`src/rtl/sbb_pkg.sv`:
```
// Shared types, widths, codes and the saturation helper for the shape bounding box block.
// Used by every module of the block; depends on nothing.

package sbb_pkg;

	localparam int COORD_W       = 32;
	localparam int ROT_W         = 16;
	localparam int DIST_W        = 31;
	localparam int KIND_W        = 3;
	localparam int ROT_FRAC_BITS = 14;

	localparam int PROD_W = COORD_W + ROT_W;
	localparam int RSUM_W = PROD_W + 1;
	localparam int RSH_W  = RSUM_W - ROT_FRAC_BITS;
	localparam int SAT_W  = RSH_W + 1;
	localparam int GROW_W = DIST_W + 1;

	localparam int MID_DEPTH = 4;
	localparam int MID_PTR_W = $clog2(MID_DEPTH);
	localparam int OUT_DEPTH = 4;
	localparam int OUT_PTR_W = $clog2(OUT_DEPTH);

	localparam int REG_IDX_W = 1;
	localparam logic [REG_IDX_W-1:0] REG_SPEC_DIST   = 1'd0;
	localparam logic [REG_IDX_W-1:0] REG_AABB_MARGIN = 1'd1;

	localparam logic [DIST_W-1:0] SPEC_DIST_RESET   = 31'd262144;
	localparam logic [DIST_W-1:0] AABB_MARGIN_RESET = 31'd6554;

	localparam logic [KIND_W-1:0] KIND_CAPSULE       = 3'd0;
	localparam logic [KIND_W-1:0] KIND_CIRCLE        = 3'd1;
	localparam logic [KIND_W-1:0] KIND_POLYGON       = 3'd2;
	localparam logic [KIND_W-1:0] KIND_SEGMENT       = 3'd3;
	localparam logic [KIND_W-1:0] KIND_CHAIN_SEGMENT = 3'd4;

	localparam logic signed [RSUM_W-1:0] ROT_HALF = RSUM_W'(1) <<< (ROT_FRAC_BITS - 1);
	localparam logic [COORD_W-1:0] COORD_MAX = {1'b0, {(COORD_W - 1){1'b1}}};
	localparam logic [COORD_W-1:0] COORD_MIN = {1'b1, {(COORD_W - 1){1'b0}}};

	typedef struct packed {
		logic signed [COORD_W-1:0] pos_x;
		logic signed [COORD_W-1:0] pos_y;
		logic signed [ROT_W-1:0]   rot_cos;
		logic signed [ROT_W-1:0]   rot_sin;
		logic signed [COORD_W-1:0] point_x;
		logic signed [COORD_W-1:0] point_y;
		logic [DIST_W-1:0]         shape_radius;
		logic [KIND_W-1:0]         shape_kind;
		logic                      is_static;
		logic                      last_point;
	} item_t;

	typedef struct packed {
		logic signed [COORD_W-1:0] box_min_x;
		logic signed [COORD_W-1:0] box_min_y;
		logic signed [COORD_W-1:0] box_max_x;
		logic signed [COORD_W-1:0] box_max_y;
		logic signed [COORD_W-1:0] fat_min_x;
		logic signed [COORD_W-1:0] fat_min_y;
		logic signed [COORD_W-1:0] fat_max_x;
		logic signed [COORD_W-1:0] fat_max_y;
		logic                      clipped;
	} result_t;

	// One finished shape, handed from the point pipeline to the box unit.
	typedef struct packed {
		logic signed [COORD_W-1:0] lo_x;
		logic signed [COORD_W-1:0] lo_y;
		logic signed [COORD_W-1:0] hi_x;
		logic signed [COORD_W-1:0] hi_y;
		logic                      clip;
		logic signed [COORD_W-1:0] pos_x;
		logic signed [COORD_W-1:0] pos_y;
		logic [DIST_W-1:0]         shape_radius;
		logic [KIND_W-1:0]         shape_kind;
		logic                      is_static;
	} shape_rec_t;

	typedef struct packed {
		logic                      clip;
		logic signed [COORD_W-1:0] value;
	} sat_t;

	function automatic sat_t sat_coord(input logic signed [SAT_W-1:0] v);
		sat_t r;
		if (!v[SAT_W-1] && (|v[SAT_W-2:COORD_W-1])) begin
			r.clip  = 1'b1;
			r.value = COORD_MAX;
		end else if (v[SAT_W-1] && !(&v[SAT_W-2:COORD_W-1])) begin
			r.clip  = 1'b1;
			r.value = COORD_MIN;
		end else begin
			r.clip  = 1'b0;
			r.value = v[COORD_W-1:0];
		end
		return r;
	endfunction

endpackage

```
`src/rtl/sbb_queue.sv`:
```
// Short queue of finished shape records between the point pipeline and the box unit.
// Depends on sbb_pkg for the record type and depth.

module sbb_queue
	import sbb_pkg::*;
(
	input  logic       clk,
	input  logic       arst_n,
	input  logic       push,
	input  shape_rec_t rec_in,
	output logic       full,
	input  logic       pop,
	output shape_rec_t rec_out,
	output logic       empty
);

	shape_rec_t           mem_q [MID_DEPTH];
	logic [MID_PTR_W-1:0] wr_ptr_q, rd_ptr_q;
	logic [MID_PTR_W:0]   count_q;
	logic                 do_push, do_pop;

	assign full    = (count_q == (MID_PTR_W + 1)'(MID_DEPTH));
	assign empty   = (count_q == '0);
	assign rec_out = mem_q[rd_ptr_q];
	assign do_push = push && !full;
	assign do_pop  = pop && !empty;

	always_ff @(posedge clk or negedge arst_n) begin
		if (!arst_n) begin
			wr_ptr_q <= '0;
			rd_ptr_q <= '0;
			count_q  <= '0;
		end else begin
			if (do_push) begin
				wr_ptr_q <= wr_ptr_q + 1'b1;
			end
			if (do_pop) begin
				rd_ptr_q <= rd_ptr_q + 1'b1;
			end
			if (do_push && !do_pop) begin
				count_q <= count_q + 1'b1;
			end else if (do_pop && !do_push) begin
				count_q <= count_q - 1'b1;
			end
		end
	end

	always_ff @(posedge clk) begin
		if (do_push) begin
			mem_q[wr_ptr_q] <= rec_in;
		end
	end

endmodule

```
`config.mk`:
```
export PLATFORM = sky130hd
export DESIGN_NAME = sbb_queue
export DESIGN_NICKNAME = d
export VERILOG_FILES = /design/src/rtl/sbb_pkg.sv /design/src/rtl/sbb_queue.sv
export SDC_FILE = /design/constraint.sdc
export NUM_CORES = 1
export LEC_CHECK = 0
export BUFFER_PORTS_ARGS = -buffer_cell sky130_fd_sc_hd__clkbuf_2
export CAP_MARGIN = 10
export CORE_MARGIN = 4
export CORE_UTILIZATION = 45
export CTS_CLUSTER_SIZE = 24
export DETAILED_ROUTE_END_ITERATION = 12
export SLEW_MARGIN = 10
export SYNTH_ARGS = -nofsm -noshare
export SYNTH_HDL_FRONTEND = slang
export SYNTH_SLANG_ARGS = --single-unit
```
`constraint.sdc`:
```
create_clock -name clk -period 7.4 [get_ports clk]
set_input_delay 0.74 -clock clk [delete_from_list [all_inputs] [get_ports clk]]
set_output_delay 0.74 -clock clk [all_outputs]
set_load 0.01 [all_outputs]
```
Word-level counts from Yosys, hierarchy flattened
Memories as Yosys holds them, arrays and structs flattened. Cells that the tools add are included.

Register bits: 7. Bits in latches: 0. RAM bits: 912. ROM bits: 0. Bits of input ports: 232. Output and inout port bits: 230. Logic and storage cells: 23. Memories kept: 1.

Add/sub/neg operators: 4. Multiply operators: 0. Divide/modulo/power cells: 0. Order comparisons: 0. Eq/ne operators: 1. Shift-type cells: 0. Multiplexer cells: 4. Bitwise gates (word level): 0. Reductions and logical operators: 10.

Memories: mem_q (words 4, bits a word 228, rd ports 1, clocked after Yosys merged registers in 0, wr ports 1, line sbb_queue.sv:17) `shape_rec_t mem_q [MID_DEPTH];`.

Operator list (count): $mux W3 (2); $add A2 B1 Y2 const B (2); $logic_and A1 B1 Y1 (4); $logic_not A1 Y1 (4); $add A3 B1 Y3 const B (1); $eq A3 B3 Y1 const B (1); $logic_not A3 Y1 (1); $sub A3 B1 Y3 const B (1); $mux W1 (2); $reduce_bool A2 Y1 (1).

Longest topological paths before layout
Gate-level depths: netlist (run 1).

Word-level depth: 7. Gate-level depth with buffers: 9. Mapped depth without buffers: 8.

Least setup slack after synthesis (run 1)
OpenSTA, ideal clock, no wires.

Kind: input to register. Start point: in push. End point: mem mem_q[0][0] (netlist bit) (enable). Library setup time: 617 ps. Arrival time: 6203 ps. Data required time: 6783 ps. Setup slack: 580 ps. Cell stages on the path: 3. Buffers on the path: 1. Path through: nor2b_1 buf_2 and2_1.

Cells in the longest elaborated chain, start to end: 3.

Ends and longest elaborated chain: from (decl) (line sbb_queue.sv:9) `input logic push,`; $logic_and A1 B1 Y1 (line sbb_queue.sv:25) `assign do_push = push && !full;`; via do_push (line sbb_queue.sv:20) `logic do_push, do_pop;`; $mux W1 (line sbb_queue.sv:49) `if (do_push) begin`; $mux W1 (not written as such) (line sbb_queue.sv:50) `mem_q[wr_ptr_q] <= rec_in;`; to (decl) (line sbb_queue.sv:17).

The timed path passes the listed nets, and every way through them passes these cells.

==> results of run 1 <==
## repair_timing
action                                 4_1_cts  5_1_grt
endpoints found under the hold margin        7        0
hold buffers                                 1        0
setup buffers                                0        0
## sequential cells by signal, indices dropped and copies added, names as in the netlist
| register | flops |
|---|---|
| count_q | 3 |
| mem_q | 912 |
| wr_ptr_q | 2 |
| rd_ptr_q | 2 |
## how the worst max path moves through the flow
stage	end	slack [ns]	depth (start not counted)
2_1_floorplan	mem_q[0][0]	0.58	3
3_3_place_gp	mem_q[2][56]	3.83	5
3_5_place_dp	mem_q[2][85]	3.78	5
4_1_cts	rec_out[161]	3.13	3
5_1_grt	rec_out[85]	2.92	3
6_report	rec_out[85]	3.25	3
## power breakdown
group	internal (uW)	switching (uW)
logic	1990	2550
registers	6880	314
clock network	2500	1840
## worst max-delay path, delay by kind of cell (launching register included)
family | cells | cell delay (ns)
buf+inv | 2 | 0.67
mux | 1 | 0.65
flops | 1 | 1.02
## synthesized netlist by cell type (all sizes together)
master / count / area share [%]
and2: 4 / 0.075
buf: 50 / 1.5
clkbuf: 2 / 0.022
dfrtp: 7 / 0.52
edfxtp: 912 / 82
fa: 1 / 0.060
ha: 5 / 0.19
inv: 4 / 0.045
mux2: 2 / 0.067
mux4: 228 / 15
nand2: 1 / 0.011
nand3: 1 / 0.015
nor2: 1 / 0.011
nor2b: 1 / 0.019
nor3b: 1 / 0.022
or3: 1 / 0.019
xnor2: 4 / 0.10
xor2: 2 / 0.052
## layer usage
layer | up-vias | GRT usage (%)
li1 | 6405 | -
met1 | 7756 | 21.1
met2 | 431 | 27.3
met3 | 119 | 5.28
met4 | 10 | 5.95
met5 | - | 0
## logic make-up (layout without fill, tap and decap cells)
| kind of cell | count (synthesis) | count (layout) |
|---|---|---|
| buffers and inverters | 56 | 641 |
| and+or+nand+nor | 10 | 10 |
| muxes | 230 | 230 |
| DFF | 919 | 919 |
| xor gates and xnor gates | 6 | 6 |
| adders and majority gates | 6 | 6 |
| other | 0 | 8 |
## layout make-up
type | instances | area share (%)
antenna | 8 | 0.0507
clock buffer | 112 | 6.12
clock inverter | 50 | 1.10
inverter | 4 | 0.0380
multi-input combinational | 252 | 13.6
sequential | 919 | 69.8
tap | 959 | 3.04
timing repair buffer | 475 | 6.33
## stage by stage
stage               instances  setup slack [ns]  hold slack (ns)  utilization [%]
floorplan                1227             0.580            0.444                -
global placement         2608              3.83            0.467             50.0
detailed placement       2608              3.78            0.472             50.0
CTS                      2771              3.13            0.267             53.9
global route             2775              2.92            0.287             53.9
finish                   2779              3.25            0.327             53.9
==> results.toml, run 1 <==
[sta]
max_freq_mhz = 241
rsz0062_at_grt = "false"
setup_violations = 0
fin_crit_ns = 4.15
slew_headroom_pct = 27.6
finClkSkew_ns = 0.0199
finalSetupTns_ns = 0
drv_slew = 0
worst_pin_slew_ns = 1.09
period_share_pct = 56.0
hold_viol = 0

[worst_setup_path]
cp-startpoint = "rd_ptr_q[0]"
rr_startpoint = "count_q[2]"
cp-end-kind = "primary output"
path_cells = "buf_12, mux4_2, clkbuf_2"
crit_arrival_ns = 3.41
crit_type = "flip-flop to primary output"
reg2reg_slack_ns = 4.09
ff2ff_path_depth = 5
required_ns = 6.66
cp_slowest_cell = "dfrtp_4"
critPathLaunchType = "flip-flop"
r2r_end = "mem_q[2][71]"
cp_max_fo = 99
critical-path-max-stage-delay_ns = 1.02

[floorplan]
rows = 99
coreArea_um2 = 73300
start_util_pct = 45.6
die-area_um2 = 78700
die_height_um = 281
die_x_um = 281
boundaryPins = 462

[layout]
final_area_um2 = 39500
mostFrequentLayoutCells = "edfxtp_1 (912), clkbuf_2 (461), mux4_2 (228)"
layout.nets = 1982
syn_to_final_growth_pct = 18.2
drive_above_1_share_pct = 46.0
seq_area_um2 = 27600
fillers = 5638
multiInputGateArea_um2 = 5360
mostFrequentLayoutCell = "edfxtp_1"

[clocking]
clockBufferDepth = 3
cts_tree = "built"
numCtsBuffers = 92
cts.htree.levels = 3
clk_pin_slew_ns = 0.06
cts_root_buf = "clkbuf_16"
insertion_delay_ns = 0.63
cts-resized-gates = 0
cts_sinks = 919

[placed_design]
dpl_cell_area_um2 = 36600
io_buffers = 461
post-dp-hpwl_um = 39800
gp_congestion = 0.716

[hold_path]
hold_class = "input pin to flip-flop"
holdPathStages = 1
hold_path_end = "mem_q[0][178]"
min-delay-start = "rec_in[178]"

[synth]
synth_cell_types = 22
synthXorXnorAreaFrac_pct = 0.157
synth_compound_area_share_pct = 0
synth-seq-cells = 919
synthAdderAreaFrac_pct = 0.247
synth_seq_area_share_pct = 82.4
synth_nets = 1465
synth_cells = 1227
synth-simple-area-share_pct = 0.172
synthMuxAreaShare_pct = 15.4
syn_area_per_cell_um2 = 27.2
synth_area_um2 = 33400
synth_top_family_by_area = "multiplexers"
yosysWarnings = 0

[status]
status = "completed"

[drt]
wl_per_cell_um = 23.7
wirelength_um = 65800
routed.top_layer = "met5"
drt-initial-drc-count = 881
vias_per_cell = 5.30
wl_met2_um = 33400
ant_nets = 0
met3_length_um = 5300
vias = 14700
drc = 0
met1Wirelength_um = 25200
first_pass_iters = 5

[power]
max-vdd-ir-drop_v = 0.000315
p_per_area_nw_per_um2 = 407
power.total_uw = 16100
static-leakage-power_uw = 0.0134

[global_routing]
grt_pass1_wl_um = 98300
grt_pass1_vias = 15700
track_usage_pct = 16.6
grt.overflow.total = 0
antenna_found_initial = 13
grt_max_degree = 124

[flow_run]
drv_cap = 0
Note: power is estimated with default switching activity, not from simulation.
==> run 2, diff against run 1 <==
- clock period: 7.4 -> 3.85 ns (I/O delays scaled with it)
==> run 2 against run 1 <==
Compared with the run above: cell area up 8.0%; first-iteration DRC count decreased by 0.34%; setup slack lost 2.6 ns; sequential share of layout area is 5.2 points lower; non-clock buffer count grew 275; clock skew shrank 0.0029 ns; combinational power up 110%; sequential power increased by 92%; worst hold slack worse by 0.27 ns; largest cell class unchanged; sequential cell count did not move.
==> results.toml, run 2 (same netlist as run 1, synthesis figures left out) <==
[sta]
setup_violations = 0
rsz0062_at_grt = "false"
hold_viol = 0
drv_slew = 0
finClkSkew_ns = 0.0170
fin_crit_ns = 3.16
max_freq_mhz = 317
worst_pin_slew_ns = 0.886
layout_setup_ws_ns = 0.691
slew_headroom_pct = 41.0
period_share_pct = 82.1
hold_slack_ns = 0.0598

[global_routing]
antenna_found_initial = 8
grt_max_degree = 47
grt_pass1_vias = 17500
grt_pass1_wl_um = 107000
grt.overflow.total = 0
track_usage_pct = 18.1

[worst_setup_path]
crit_arrival_ns = 2.77
critPathLaunchType = "flip-flop"
rr_startpoint = "count_q[2]"
cp_slowest_cell = "dfrtp_4"
required_ns = 3.46
reg2reg_slack_ns = 1.24
cp-end-kind = "primary output"
ff2ff_path_depth = 4
r2r_end = "mem_q[3][83]"
path_cells = "buf_4, mux4_2, clkbuf_2"
crit_type = "flip-flop to primary output"
cp_max_fo = 32
critical-path-max-stage-delay_ns = 0.95

[clocking]
cts_root_buf = "clkbuf_16"
cts.htree.levels = 3
cts-resized-gates = 0
clockBufferDepth = 3
numCtsBuffers = 92
cts_tree = "built"
insertion_delay_ns = 0.63
clk_pin_slew_ns = 0.06
cts_sinks = 919

[placed_design]
dpl_cell_area_um2 = 37400
dp_slack_ns = 1.24
gp_congestion = 0.756
io_buffers = 461
post-dp-hpwl_um = 45400

[hold_path]
min-delay-start = "pop"
holdPathStages = 3
hold_class = "input pin to flip-flop"
hold_path_end = "rd_ptr_q[1]"

[floorplan]
boundaryPins = 462
die-area_um2 = 78700
die_height_um = 281
rows = 99
die_x_um = 281
coreArea_um2 = 73300
start_util_pct = 45.6

[layout]
fillers = 5326
drive_above_1_share_pct = 42.7
syn_to_final_growth_pct = 27.7
multiInputGateArea_um2 = 5360
seq_area_um2 = 27600
mostFrequentLayoutCell = "edfxtp_1"
final_area_um2 = 42700
largest_reg_flops = 912
layout.nets = 2257
top_register = "mem_q"
top_regs = "mem_q: 912 flops, count_q: 3 flops"
final_core_util_pct = 58.2
mostFrequentLayoutCells = "edfxtp_1 (912), clkbuf_2 (461), dlygate4sd3_1 (229)"

[drt]
vias_per_cell = 5.20
first_pass_iters = 5
ant_nets = 0
wl_per_cell_um = 23.1
wirelength_um = 70800
drc = 0
drt-initial-drc-count = 878
vias = 15900

[power]
max-vdd-ir-drop_v = 0.000523
static-leakage-power_uw = 0.0148
p_per_area_nw_per_um2 = 756

[status]
status = "completed"

[flow_run]
drv_cap = 0
run 2: changes by cell type in the layout (fill, tap and decap cells not counted):
cell,delta
inv_16,+1
clkinv_8,+1
clkinv_16,-1
clkinvlp_4,+2
clkinv_2,+7
dlygate4sd3_1,+228
buf_12,+30
clkinv_4,-1
buf_4,+17
bufinv_16,+5
inv_6,-1
clkinv_1,-7
run 2: timing repair:
action,in CTS,in global routing
setup buffers,0,0
hold buffers,229,0
endpoints found under the hold margin,919,0
run 2: power breakdown:
part           internal, uW  switching (uW)  leakage [uW]
combinational          4460            5190       0.00488
sequential            13200             622       0.00843
clock                  5170            3640       0.00149
total                 22800            9450        0.0148
run 2: per-stage QoR:
stage	total power, uW	instances	TNS [ns]
2_1_floorplan	19900	1227	-199.62
3_3_place_gp	23600	2655	0
3_5_place_dp	23800	2655	0
4_1_cts	32900	3052	0
5_1_grt	33900	3055	0
6_report	32300	3060	0
run 2: worst max path at each step:
stage                         to  cells after the start        start
detailed placement  mem_q[3][32]                      4   count_q[2]
floorplan            mem_q[0][0]                      4   count_q[2]
finish              rec_out[206]                      3  rd_ptr_q[0]
global route        rec_out[206]                      3  rd_ptr_q[0]
global placement    rec_out[217]                      3  rd_ptr_q[0]
CTS                 rec_out[206]                      3  rd_ptr_q[0]
run 2: area by class of cell:
type | count | area share [%]
Tap cell | 959 | 2.81
Sequential cell | 919 | 64.6
Clock inverter | 56 | 1.40
Timing Repair Buffer | 750 | 12.9
Clock buffer | 112 | 5.67
Multi-Input combinational cell | 252 | 12.6
Antenna cell | 8 | 0.0469
Inverter | 4 | 0.0352
run 2: layer usage:
layer	GRT usage, %	routed length [um]	up-vias
li1	-	-	6983
met1	23.4	28300	8367
met2	30.1	35600	465
met3	5.49	5510	104
met4	4.78	1440	6
met5	0	43	-
run 2: worst max-delay path, delay by kind of cell (launching register included):
family	cells	cell delay [ns]
flip-flops	1	0.95
buffers and inverters	2	0.60
multiplexers	1	0.58
