===== src/rtl/sbb_pkg.sv =====
// Shared types, widths, codes and the saturation helper for the shape bounding box block.
// Used by every module of the block; depends on nothing.

package sbb_pkg;

	localparam int COORD_W       = 32;
	localparam int ROT_W         = 16;
	localparam int DIST_W        = 31;
	localparam int KIND_W        = 3;
	localparam int ROT_FRAC_BITS = 14;

	localparam int PROD_W = COORD_W + ROT_W;
	localparam int RSUM_W = PROD_W + 1;
	localparam int RSH_W  = RSUM_W - ROT_FRAC_BITS;
	localparam int SAT_W  = RSH_W + 1;
	localparam int GROW_W = DIST_W + 1;

	localparam int MID_DEPTH = 4;
	localparam int MID_PTR_W = $clog2(MID_DEPTH);
	localparam int OUT_DEPTH = 4;
	localparam int OUT_PTR_W = $clog2(OUT_DEPTH);

	localparam int REG_IDX_W = 1;
	localparam logic [REG_IDX_W-1:0] REG_SPEC_DIST   = 1'd0;
	localparam logic [REG_IDX_W-1:0] REG_AABB_MARGIN = 1'd1;

	localparam logic [DIST_W-1:0] SPEC_DIST_RESET   = 31'd262144;
	localparam logic [DIST_W-1:0] AABB_MARGIN_RESET = 31'd6554;

	localparam logic [KIND_W-1:0] KIND_CAPSULE       = 3'd0;
	localparam logic [KIND_W-1:0] KIND_CIRCLE        = 3'd1;
	localparam logic [KIND_W-1:0] KIND_POLYGON       = 3'd2;
	localparam logic [KIND_W-1:0] KIND_SEGMENT       = 3'd3;
	localparam logic [KIND_W-1:0] KIND_CHAIN_SEGMENT = 3'd4;

	localparam logic signed [RSUM_W-1:0] ROT_HALF = RSUM_W'(1) <<< (ROT_FRAC_BITS - 1);
	localparam logic [COORD_W-1:0] COORD_MAX = {1'b0, {(COORD_W - 1){1'b1}}};
	localparam logic [COORD_W-1:0] COORD_MIN = {1'b1, {(COORD_W - 1){1'b0}}};

	typedef struct packed {
		logic signed [COORD_W-1:0] pos_x;
		logic signed [COORD_W-1:0] pos_y;
		logic signed [ROT_W-1:0]   rot_cos;
		logic signed [ROT_W-1:0]   rot_sin;
		logic signed [COORD_W-1:0] point_x;
		logic signed [COORD_W-1:0] point_y;
		logic [DIST_W-1:0]         shape_radius;
		logic [KIND_W-1:0]         shape_kind;
		logic                      is_static;
		logic                      last_point;
	} item_t;

	typedef struct packed {
		logic signed [COORD_W-1:0] box_min_x;
		logic signed [COORD_W-1:0] box_min_y;
		logic signed [COORD_W-1:0] box_max_x;
		logic signed [COORD_W-1:0] box_max_y;
		logic signed [COORD_W-1:0] fat_min_x;
		logic signed [COORD_W-1:0] fat_min_y;
		logic signed [COORD_W-1:0] fat_max_x;
		logic signed [COORD_W-1:0] fat_max_y;
		logic                      clipped;
	} result_t;

	// One finished shape, handed from the point pipeline to the box unit.
	typedef struct packed {
		logic signed [COORD_W-1:0] lo_x;
		logic signed [COORD_W-1:0] lo_y;
		logic signed [COORD_W-1:0] hi_x;
		logic signed [COORD_W-1:0] hi_y;
		logic                      clip;
		logic signed [COORD_W-1:0] pos_x;
		logic signed [COORD_W-1:0] pos_y;
		logic [DIST_W-1:0]         shape_radius;
		logic [KIND_W-1:0]         shape_kind;
		logic                      is_static;
	} shape_rec_t;

	typedef struct packed {
		logic                      clip;
		logic signed [COORD_W-1:0] value;
	} sat_t;

	function automatic sat_t sat_coord(input logic signed [SAT_W-1:0] v);
		sat_t r;
		if (!v[SAT_W-1] && (|v[SAT_W-2:COORD_W-1])) begin
			r.clip  = 1'b1;
			r.value = COORD_MAX;
		end else if (v[SAT_W-1] && !(&v[SAT_W-2:COORD_W-1])) begin
			r.clip  = 1'b1;
			r.value = COORD_MIN;
		end else begin
			r.clip  = 1'b0;
			r.value = v[COORD_W-1:0];
		end
		return r;
	endfunction

endpackage


===== src/rtl/sbb_back.sv =====
// Box unit: grows each box by speculative distance, kind radius if any, and margin.
// Depends on sbb_pkg; ends in the result queue that the top level exposes.

module sbb_back
	import sbb_pkg::*;
(
	input  logic              clk,
	input  logic              arst_n,
	input  logic              rec_empty,
	output logic              rec_pop,
	input  shape_rec_t        rec,
	input  logic [DIST_W-1:0] spec_dist,
	input  logic [DIST_W-1:0] aabb_margin,
	output logic              empty,
	input  logic              pop,
	output result_t           result
);

	logic [OUT_PTR_W:0] reserve_q;
	logic               take;

	logic                      known;
	logic [DIST_W-1:0]         radius_sel;

	logic                      v_s1;
	logic signed [COORD_W-1:0] lo_x_s1, lo_y_s1, hi_x_s1, hi_y_s1;
	logic [GROW_W-1:0]         grow_s1;
	logic [DIST_W-1:0]         margin_s1;
	logic                      clip_s1;

	sat_t                      b_lx, b_ly, b_hx, b_hy;

	logic                      v_s2;
	logic signed [COORD_W-1:0] bx_lo_s2, by_lo_s2, bx_hi_s2, by_hi_s2;
	logic [DIST_W-1:0]         margin_s2;
	logic                      clip_s2;

	sat_t                      f_lx, f_ly, f_hx, f_hy;
	result_t                   res_new;

	result_t              mem_q [OUT_DEPTH];
	logic [OUT_PTR_W-1:0] wr_ptr_q, rd_ptr_q;
	logic [OUT_PTR_W:0]   count_q;
	logic                 do_pop;

	assign take    = !rec_empty && (reserve_q != (OUT_PTR_W + 1)'(OUT_DEPTH));
	assign rec_pop = take;

	always_comb begin
		unique case (rec.shape_kind) inside
			KIND_CAPSULE, KIND_CIRCLE, KIND_POLYGON: begin
				known      = 1'b1;
				radius_sel = rec.shape_radius;
			end
			KIND_SEGMENT, KIND_CHAIN_SEGMENT: begin
				known      = 1'b1;
				radius_sel = '0;
			end
			default: begin
				known      = 1'b0;
				radius_sel = '0;
			end
		endcase
	end

	assign b_lx = sat_coord(SAT_W'(lo_x_s1) - SAT_W'(grow_s1));
	assign b_ly = sat_coord(SAT_W'(lo_y_s1) - SAT_W'(grow_s1));
	assign b_hx = sat_coord(SAT_W'(hi_x_s1) + SAT_W'(grow_s1));
	assign b_hy = sat_coord(SAT_W'(hi_y_s1) + SAT_W'(grow_s1));

	assign f_lx = sat_coord(SAT_W'(bx_lo_s2) - SAT_W'(margin_s2));
	assign f_ly = sat_coord(SAT_W'(by_lo_s2) - SAT_W'(margin_s2));
	assign f_hx = sat_coord(SAT_W'(bx_hi_s2) + SAT_W'(margin_s2));
	assign f_hy = sat_coord(SAT_W'(by_hi_s2) + SAT_W'(margin_s2));

	assign res_new.box_min_x = bx_lo_s2;
	assign res_new.box_min_y = by_lo_s2;
	assign res_new.box_max_x = bx_hi_s2;
	assign res_new.box_max_y = by_hi_s2;
	assign res_new.fat_min_x = f_lx.value;
	assign res_new.fat_min_y = f_ly.value;
	assign res_new.fat_max_x = f_hx.value;
	assign res_new.fat_max_y = f_hy.value;
	assign res_new.clipped   = clip_s2 || f_lx.clip || f_ly.clip || f_hx.clip || f_hy.clip;

	assign empty  = (count_q == '0);
	assign result = mem_q[rd_ptr_q];
	assign do_pop = pop && !empty;

	always_ff @(posedge clk or negedge arst_n) begin
		if (!arst_n) begin
			v_s1      <= 1'b0;
			v_s2      <= 1'b0;
			reserve_q <= '0;
			wr_ptr_q  <= '0;
			rd_ptr_q  <= '0;
			count_q   <= '0;
		end else begin
			v_s1 <= take;
			v_s2 <= v_s1;
			if (take && !do_pop) begin
				reserve_q <= reserve_q + 1'b1;
			end else if (do_pop && !take) begin
				reserve_q <= reserve_q - 1'b1;
			end
			if (v_s2) begin
				wr_ptr_q <= wr_ptr_q + 1'b1;
			end
			if (do_pop) begin
				rd_ptr_q <= rd_ptr_q + 1'b1;
			end
			if (v_s2 && !do_pop) begin
				count_q <= count_q + 1'b1;
			end else if (do_pop && !v_s2) begin
				count_q <= count_q - 1'b1;
			end
		end
	end

	always_ff @(posedge clk) begin
		if (take) begin
			lo_x_s1   <= known ? rec.lo_x : rec.pos_x;
			lo_y_s1   <= known ? rec.lo_y : rec.pos_y;
			hi_x_s1   <= known ? rec.hi_x : rec.pos_x;
			hi_y_s1   <= known ? rec.hi_y : rec.pos_y;
			grow_s1   <= GROW_W'(radius_sel) + GROW_W'(spec_dist);
			margin_s1 <= rec.is_static ? spec_dist : aabb_margin;
			clip_s1   <= known && rec.clip;
		end
		bx_lo_s2  <= b_lx.value;
		by_lo_s2  <= b_ly.value;
		bx_hi_s2  <= b_hx.value;
		by_hi_s2  <= b_hy.value;
		margin_s2 <= margin_s1;
		clip_s2   <= clip_s1 || b_lx.clip || b_ly.clip || b_hx.clip || b_hy.clip;
		if (v_s2) begin
			mem_q[wr_ptr_q] <= res_new;
		end
	end

endmodule


===== config.mk =====
export PLATFORM = sky130hd
export DESIGN_NAME = sbb_back
export DESIGN_NICKNAME = d
export VERILOG_FILES = /design/src/rtl/sbb_pkg.sv /design/src/rtl/sbb_back.sv
export SDC_FILE = /design/constraint.sdc
export NUM_CORES = 2
export LEC_CHECK = 0
export ABC_CLOCK_PERIOD_IN_PS = 26000
export BUFFER_PORTS_ARGS = -buffer_cell sky130_fd_sc_hd__buf_4
export CAP_MARGIN = 10
export CORE_UTILIZATION = 60
export CTS_BUF_LIST = sky130_fd_sc_hd__clkbuf_2
export DETAILED_ROUTE_END_ITERATION = 7
export PLACE_DENSITY = 0.8
export SETUP_SLACK_MARGIN = 0.4
export SLEW_MARGIN = 40
export SYNTH_ARGS = -nofsm -noshare
export SYNTH_HDL_FRONTEND = slang
export SYNTH_SLANG_ARGS = --single-unit

===== constraint.sdc =====
create_clock -name clk -period 26 [get_ports clk]
set_input_delay 2.6 -clock clk [delete_from_list [all_inputs] [get_ports clk]]
set_output_delay 2.6 -clock clk [all_outputs]
set_load 0.01 [all_outputs]

* Word-level counts from Yosys, hierarchy flattened
Memories as Yosys holds them, arrays and structs flattened.
Cells that the tools add are included.
** Storage, ports and cells
- Register bits after elaboration :: 364
- RAM bits :: 1028
- Input bits :: 294
- Output and inout port bits :: 259
- Logic and storage cells :: 143
- Memories :: 1
** Memory list
- mem_q :: words 4, width 257, rd ports 1, clocked after Yosys merged registers in 0, write ports 1, line sbb_back.sv:41 : result_t mem_q [OUT_DEPTH];
** Cells by class
- $add $sub $neg :: 15
- Equality and inequality tests :: 5
- Multiplexer cells :: 29
- Reduce and logical (&&, ||, !) cells :: 74
** Operator list (count)
- $mux 33 :: 16
- $mux 32 :: 4
- $add 32x33->34 :: 2
- $sub 32x33->34 :: 2
- $add 32x32->33 :: 2
- $sub 32x32->33 :: 2
- $mux 31 :: 2
- $add 31x31->32 :: 1
- $reduce_and 4->1 :: 8
- $reduce_or 4->1 :: 8
- $logic_and 1x1->1 :: 23
- $logic_not 1->1 :: 21
- $mux 3 :: 4
- $logic_or 1x1->1 :: 8
- $add 3x1->3 const B :: 2
- $eq 3x2->1 const B :: 2
- $logic_not 3->1 :: 2
- $sub 3x1->3 const B :: 2
- $reduce_or 5->1 :: 1
- $add 2x1->2 const B :: 2
- $reduce_bool 2->1 :: 2
- $eq 3x1->1 const B :: 1
- $eq 3x3->1 const B :: 1
- $mux 1 :: 3
- other kinds (2) :: 2

* Logic depth before layout (Yosys ltp)
- Word-level depth :: 10
- Depth in mapped cells :: 20
- Mapped depth without buffers :: 19

* Least setup slack after synthesis
Ideal clock, no wire load.
- Path kind :: in2out
- From :: input port rec_empty
- To :: output port rec_pop
- Arrival time :: 12.042 ns
- Slack :: 11.358 ns
- Stages on the path :: 1
- Path buffers :: 0
- Cells stage by stage :: a21oi_1
** Between the ends
- Cells in the longest elaborated chain, start to end :: 2
** Ends and longest elaborated chain
- from (decl) :: line sbb_back.sv:9 : input logic rec_empty,
- $logic_not 1->1 :: line sbb_back.sv:46 : assign take = !rec_empty && (reserve_q != (OUT_PTR_W + 1)'(OUT_DEPTH));
- $logic_and 1x1->1 :: line sbb_back.sv:46
- to (decl) :: line sbb_back.sv:10 : output logic rec_pop,
No other way between the ends.

==> impl_summary.txt <==
----------------------------------------------------
[Outcome]
  Outcome ... complete, but fails checks
  Violations in the final reports ... DRC

[Clock tree]
  CTS tree ... done
  Cells resized by post-CTS repair ... 0
  Clock buffers created by TritonCTS ... 349
  Clock tree sinks ... 1,392
  CTS clk-pin slew, worst paths ... 0.12 ns
  Cts hold-fix bufs ... 0
  Clock latency on the worst-skew pair ... 1.58 ns
  Root buffer selected by CTS ... sky130_fd_sc_hd__clkbuf_2
  Maximum buffer depth of the clock tree ... 4
  H-tree levels ... 5
  Number of buffers added for setup after CTS ... 0

[Route]
  Post-route DRC ... 96
  Wire per inst ... 27.2 µm
  Detailed Route WL ... 186,000 µm
  Detailed route wirelength on metal2 ... 85,300 µm
  Met3 wire length ... 18,900 µm
  Routed via count divided by cell count ... 6.15
  Total routed wire length on the met1 layer ... 73,800 µm
  First-pass detailed-route iteration total ... 8
  Via Count ... 42,066
  Count of nets left with antenna violations after detail routing ... 0
  Top routing layer in use ... met5
  Number of violations reported at the end of detailed-routing iteration 0 ... 4,656

[Worst setup path]
  WP depth ... 5
  Reg2Reg Depth ... 18
  Crit path max-delay family ... buffers and inverters
  Number of buffer and inverter instances along the worst setup path ... 4
  Data required time at the worst endpoint ... 23.40 ns
  Start-to-end type of the worst setup path ... register to primary output
  Critical Path Source Type ... register
  Data arrival, critical path ... 4.64 ns
  Critical Path End Type ... primary output
  Endpoint of the most critical register-to-register path ... mem_q[3][124]$_DFFE_PP_
  Sequence of cells on the critical path ... buf_12 > buf_6 > buf_6 > mux4_2 > buf_4
  Slowest cell on the critical path ... sky130_fd_sc_hd__dfrtp_4
  Critical Path Source ... rd_ptr_q[0]$_DFFE_PN0P_
  CP max stage delay ... 0.78 ns
  Last element of the critical path ... result[198]
  Register-to-Register Setup Slack ... 19.80 ns
  Critical register-to-register path startpoint ... margin_s2[1]$_DFF_P_
  CP Max Fanout ... 45
  Most frequent cell on the critical path ... sky130_fd_sc_hd__buf_6

[Global route]
  Initial antenna violation count ... 11
  Via count of the first global-routing pass ... 40,633
  Grt ovf ... 0
  Maximum number of pins on one net before global-route repair ... 89
  First-pass GRT wire length ... 265,000 µm
  Total global routing track utilization ... 34.5%

[Logic synthesis]
  Cells after synthesis ... 4,393
  Top post-synthesis cells by area ... sky130_fd_sc_hd__edfxtp_1 (57%), sky130_fd_sc_hd__mux4_2 (9.1%), sky130_fd_sc_hd__ha_1 (5.9%)
  Sequential fraction of the synthesis area ... 62.9%
  Most frequently used flop master after synthesis ... sky130_fd_sc_hd__edfxtp_1
  Post-synthesis sequential element count ... 1,392
  Yosys synthesis warning count ... 0
  Largest area contributor in the synthesized netlist ... sky130_fd_sc_hd__edfxtp_1
  Net count after synthesis ... 4,999
  Syn avg cell area ... 14.5 µm²
  Synth top area share ... 57.4%
  Unique masters post-synth ... 89
  Number of enable-type register cells in the synthesized netlist ... 1,220
  Async S/R FF share, synth ... 0.862%
  Netlist area before placement ... 63,800 µm²

[Cells and area]
  Area taken by multi-input logic gates ... 22,600 µm²
  Layout cells sized above 1 ... 27.0%
  Total number of nets in the final design ... 5,796
  Area taken by flip-flops and latches ... 40,100 µm²
  Area delta synth->final ... 14.1%
  Total of fill cells in the finished design ... 7,357

[Timing]
  Worst clock skew on the final layout ... 0.142 ns
  Setup repair after global routing missed its margin ... no
  Final TNS setup ... 0 ns
  Final period demand of the worst path ... 7.24 ns
  Slew at the pin closest to its max-slew limit ... 1.01 ns
  Number of failing setup endpoints in the final timing report ... 0
  Fin. Hold Viols ... 0
  Slew Limit Headroom ... 32.5%
  Part of the cycle the worst path needs ... 27.9%
  Max Freq ... 138 MHz
  Final Max Tran Viols ... 0

[Place]
  Post-detailed-placement half-perimeter wirelength ... 141,000 µm
  GPL Wtd Cong ... 0.988
  PortBufs ... 552

[Min path]
  Worst min-delay path category ... register to register

[Flow run]
  Number of max-cap violations ... 0

[Floorplan]
  Die Height ... 328 µm
  Overall die width ... 328 µm
  Die outline area ... 108,000 µm²
  FP Rows ... 119
  Initial cell density of the core ... 60.5%
  Area inside the core boundary ... 105,000 µm²
  Ports placed on the boundary ... 553

[Pwr]
  Cell leakage power ... 0.0289 µW
  PwrDens ... 135 nW/µm²
  Worst voltage drop across the vdd grid ... 0.0808 mV
  Final Power ... 9860 µW

----------------------------------------------------
[cells by family after synthesis]
family / Yosys count / share of synthesized area, %
mux: 290 / 9.65
buf+inv: 309 / 1.90
simple gates: 878 / 6.29
fa+ha+maj: 312 / 6.25
flops: 1392 / 62.9
xor+xnor: 252 / 3.46
compound gates: 960 / 9.57
[power breakdown]
part / leakage, µW / internal, µW / switching (µW)
Clock: 0.00239 / 601 / 850
Sequential: 0.0128 / 3570 / 509
Combinational: 0.0137 / 1740 / 2580
Total: 0.0289 / 5920 / 3940
[worst min-delay path by stage]
stage                                       start                     to  slack [ns]  depth (start not counted)
after floorplan            margin_s1[0]$_DFFE_PP_   margin_s2[0]$_DFF_P_        0.32                          0
after global placement    margin_s1[20]$_DFFE_PP_  margin_s2[20]$_DFF_P_        0.32                          0
after detailed placement  margin_s1[29]$_DFFE_PP_  margin_s2[29]$_DFF_P_        0.33                          0
after CTS                  margin_s1[4]$_DFFE_PP_   margin_s2[4]$_DFF_P_        0.27                          0
after global routing       margin_s1[4]$_DFFE_PP_   margin_s2[4]$_DFF_P_        0.28                          0
final                      margin_s1[4]$_DFFE_PP_   margin_s2[4]$_DFF_P_        0.29                          0
[placed cells by master (no fill, tap or decap), types with 131 or more instances in the layout]
master                     netlist  routed
sky130_fd_sc_hd__o21ai_0       295     290
sky130_fd_sc_hd__dfxtp_1       160     160
sky130_fd_sc_hd__a21o_1        175     175
sky130_fd_sc_hd__buf_4           0     572
sky130_fd_sc_hd__mux4_2        257     257
sky130_fd_sc_hd__nor2_1        131     131
sky130_fd_sc_hd__nand2_1       441     440
sky130_fd_sc_hd__edfxtp_1     1220    1220
sky130_fd_sc_hd__ha_1          301     298
sky130_fd_sc_hd__clkbuf_2        0     497
sky130_fd_sc_hd__inv_1         162     161
sky130_fd_sc_hd__a21oi_1       214     211
sky130_fd_sc_hd__xnor2_1       138     138
[Yosys cell counts, types with 6 or more instances]
master                      number
sky130_fd_sc_hd__edfxtp_1     1220
sky130_fd_sc_hd__nand2_1       441
sky130_fd_sc_hd__ha_1          301
sky130_fd_sc_hd__o21ai_0       295
sky130_fd_sc_hd__mux4_2        257
sky130_fd_sc_hd__a21oi_1       214
sky130_fd_sc_hd__a21o_1        175
sky130_fd_sc_hd__inv_1         162
sky130_fd_sc_hd__dfxtp_1       160
sky130_fd_sc_hd__xnor2_1       138
sky130_fd_sc_hd__nor2_1        131
sky130_fd_sc_hd__xor2_1        114
sky130_fd_sc_hd__clkbuf_1       93
sky130_fd_sc_hd__nand2b_1       54
sky130_fd_sc_hd__nand3_1        46
sky130_fd_sc_hd__o21a_1         45
sky130_fd_sc_hd__buf_1          43
sky130_fd_sc_hd__and2_1         41
sky130_fd_sc_hd__o21bai_1       38
sky130_fd_sc_hd__nor3_1         35
sky130_fd_sc_hd__nor2b_1        34
sky130_fd_sc_hd__mux2_2         33
sky130_fd_sc_hd__o31ai_1        26
sky130_fd_sc_hd__nand4_1        24
sky130_fd_sc_hd__a31oi_1        23
sky130_fd_sc_hd__and3_1         21
sky130_fd_sc_hd__a211oi_1       18
sky130_fd_sc_hd__dfrtp_1        12
sky130_fd_sc_hd__fa_1           11
sky130_fd_sc_hd__o211ai_1       10
sky130_fd_sc_hd__or3_1          10
sky130_fd_sc_hd__a41oi_1         9
sky130_fd_sc_hd__nand3b_1        9
sky130_fd_sc_hd__o2111ai_1       7
sky130_fd_sc_hd__or2_2           7
sky130_fd_sc_hd__a221o_1         6
sky130_fd_sc_hd__a221oi_1        6
sky130_fd_sc_hd__a31o_2          6
sky130_fd_sc_hd__buf_6           6
sky130_fd_sc_hd__o21ai_1         6
[registers in the layout (all words and copies together) (netlist names), 32 cells and up]
signal / count
lo_y_s1: 32
bx_hi_s2: 32
by_lo_s2: 32
grow_s1: 32
mem_q: 1028
bx_lo_s2: 32
lo_x_s1: 32
by_hi_s2: 32
hi_y_s1: 32
hi_x_s1: 32
[stage by stage]
stage | utilization, % | cells | hold WS, ns | worst slack, ns | instance area [µm²]
finish | 69.1 | 6835 | 0.290 | 18.76 | 72800
global route | 69.1 | 6833 | 0.285 | 18.41 | 72800
CTS | 69.0 | 6825 | 0.266 | 18.47 | 72700
detailed placement | 66.0 | 6227 | 0.327 | 19.76 | 69600
global placement | 65.9 | 6223 | 0.324 | 19.64 | 69400
floorplan | - | 4393 | 0.323 | 11.36 | 63800
[final cells by class]
cell class | instances | area share (%)
inverters | 162 | 0.835
clock inverters | 101 | 0.892
repair buffers | 593 | 6.35
flip-flops and latches | 1392 | 55.1
diodes | 7 | 0.0241
clock buffers | 497 | 3.42
multi-input cells | 2692 | 31.0
well taps | 1391 | 2.39
[metal layers]
| metal | GRT usage (%) | vias up |
|---|---|---|
| li1 | - | 18710 |
| met1 | 47.9 | 20441 |
| met2 | 52.8 | 2578 |
| met3 | 7.58 | 335 |
| met4 | 15.0 | 2 |
| met5 | 0 | - |
Power figures use the tool's default switching activity.
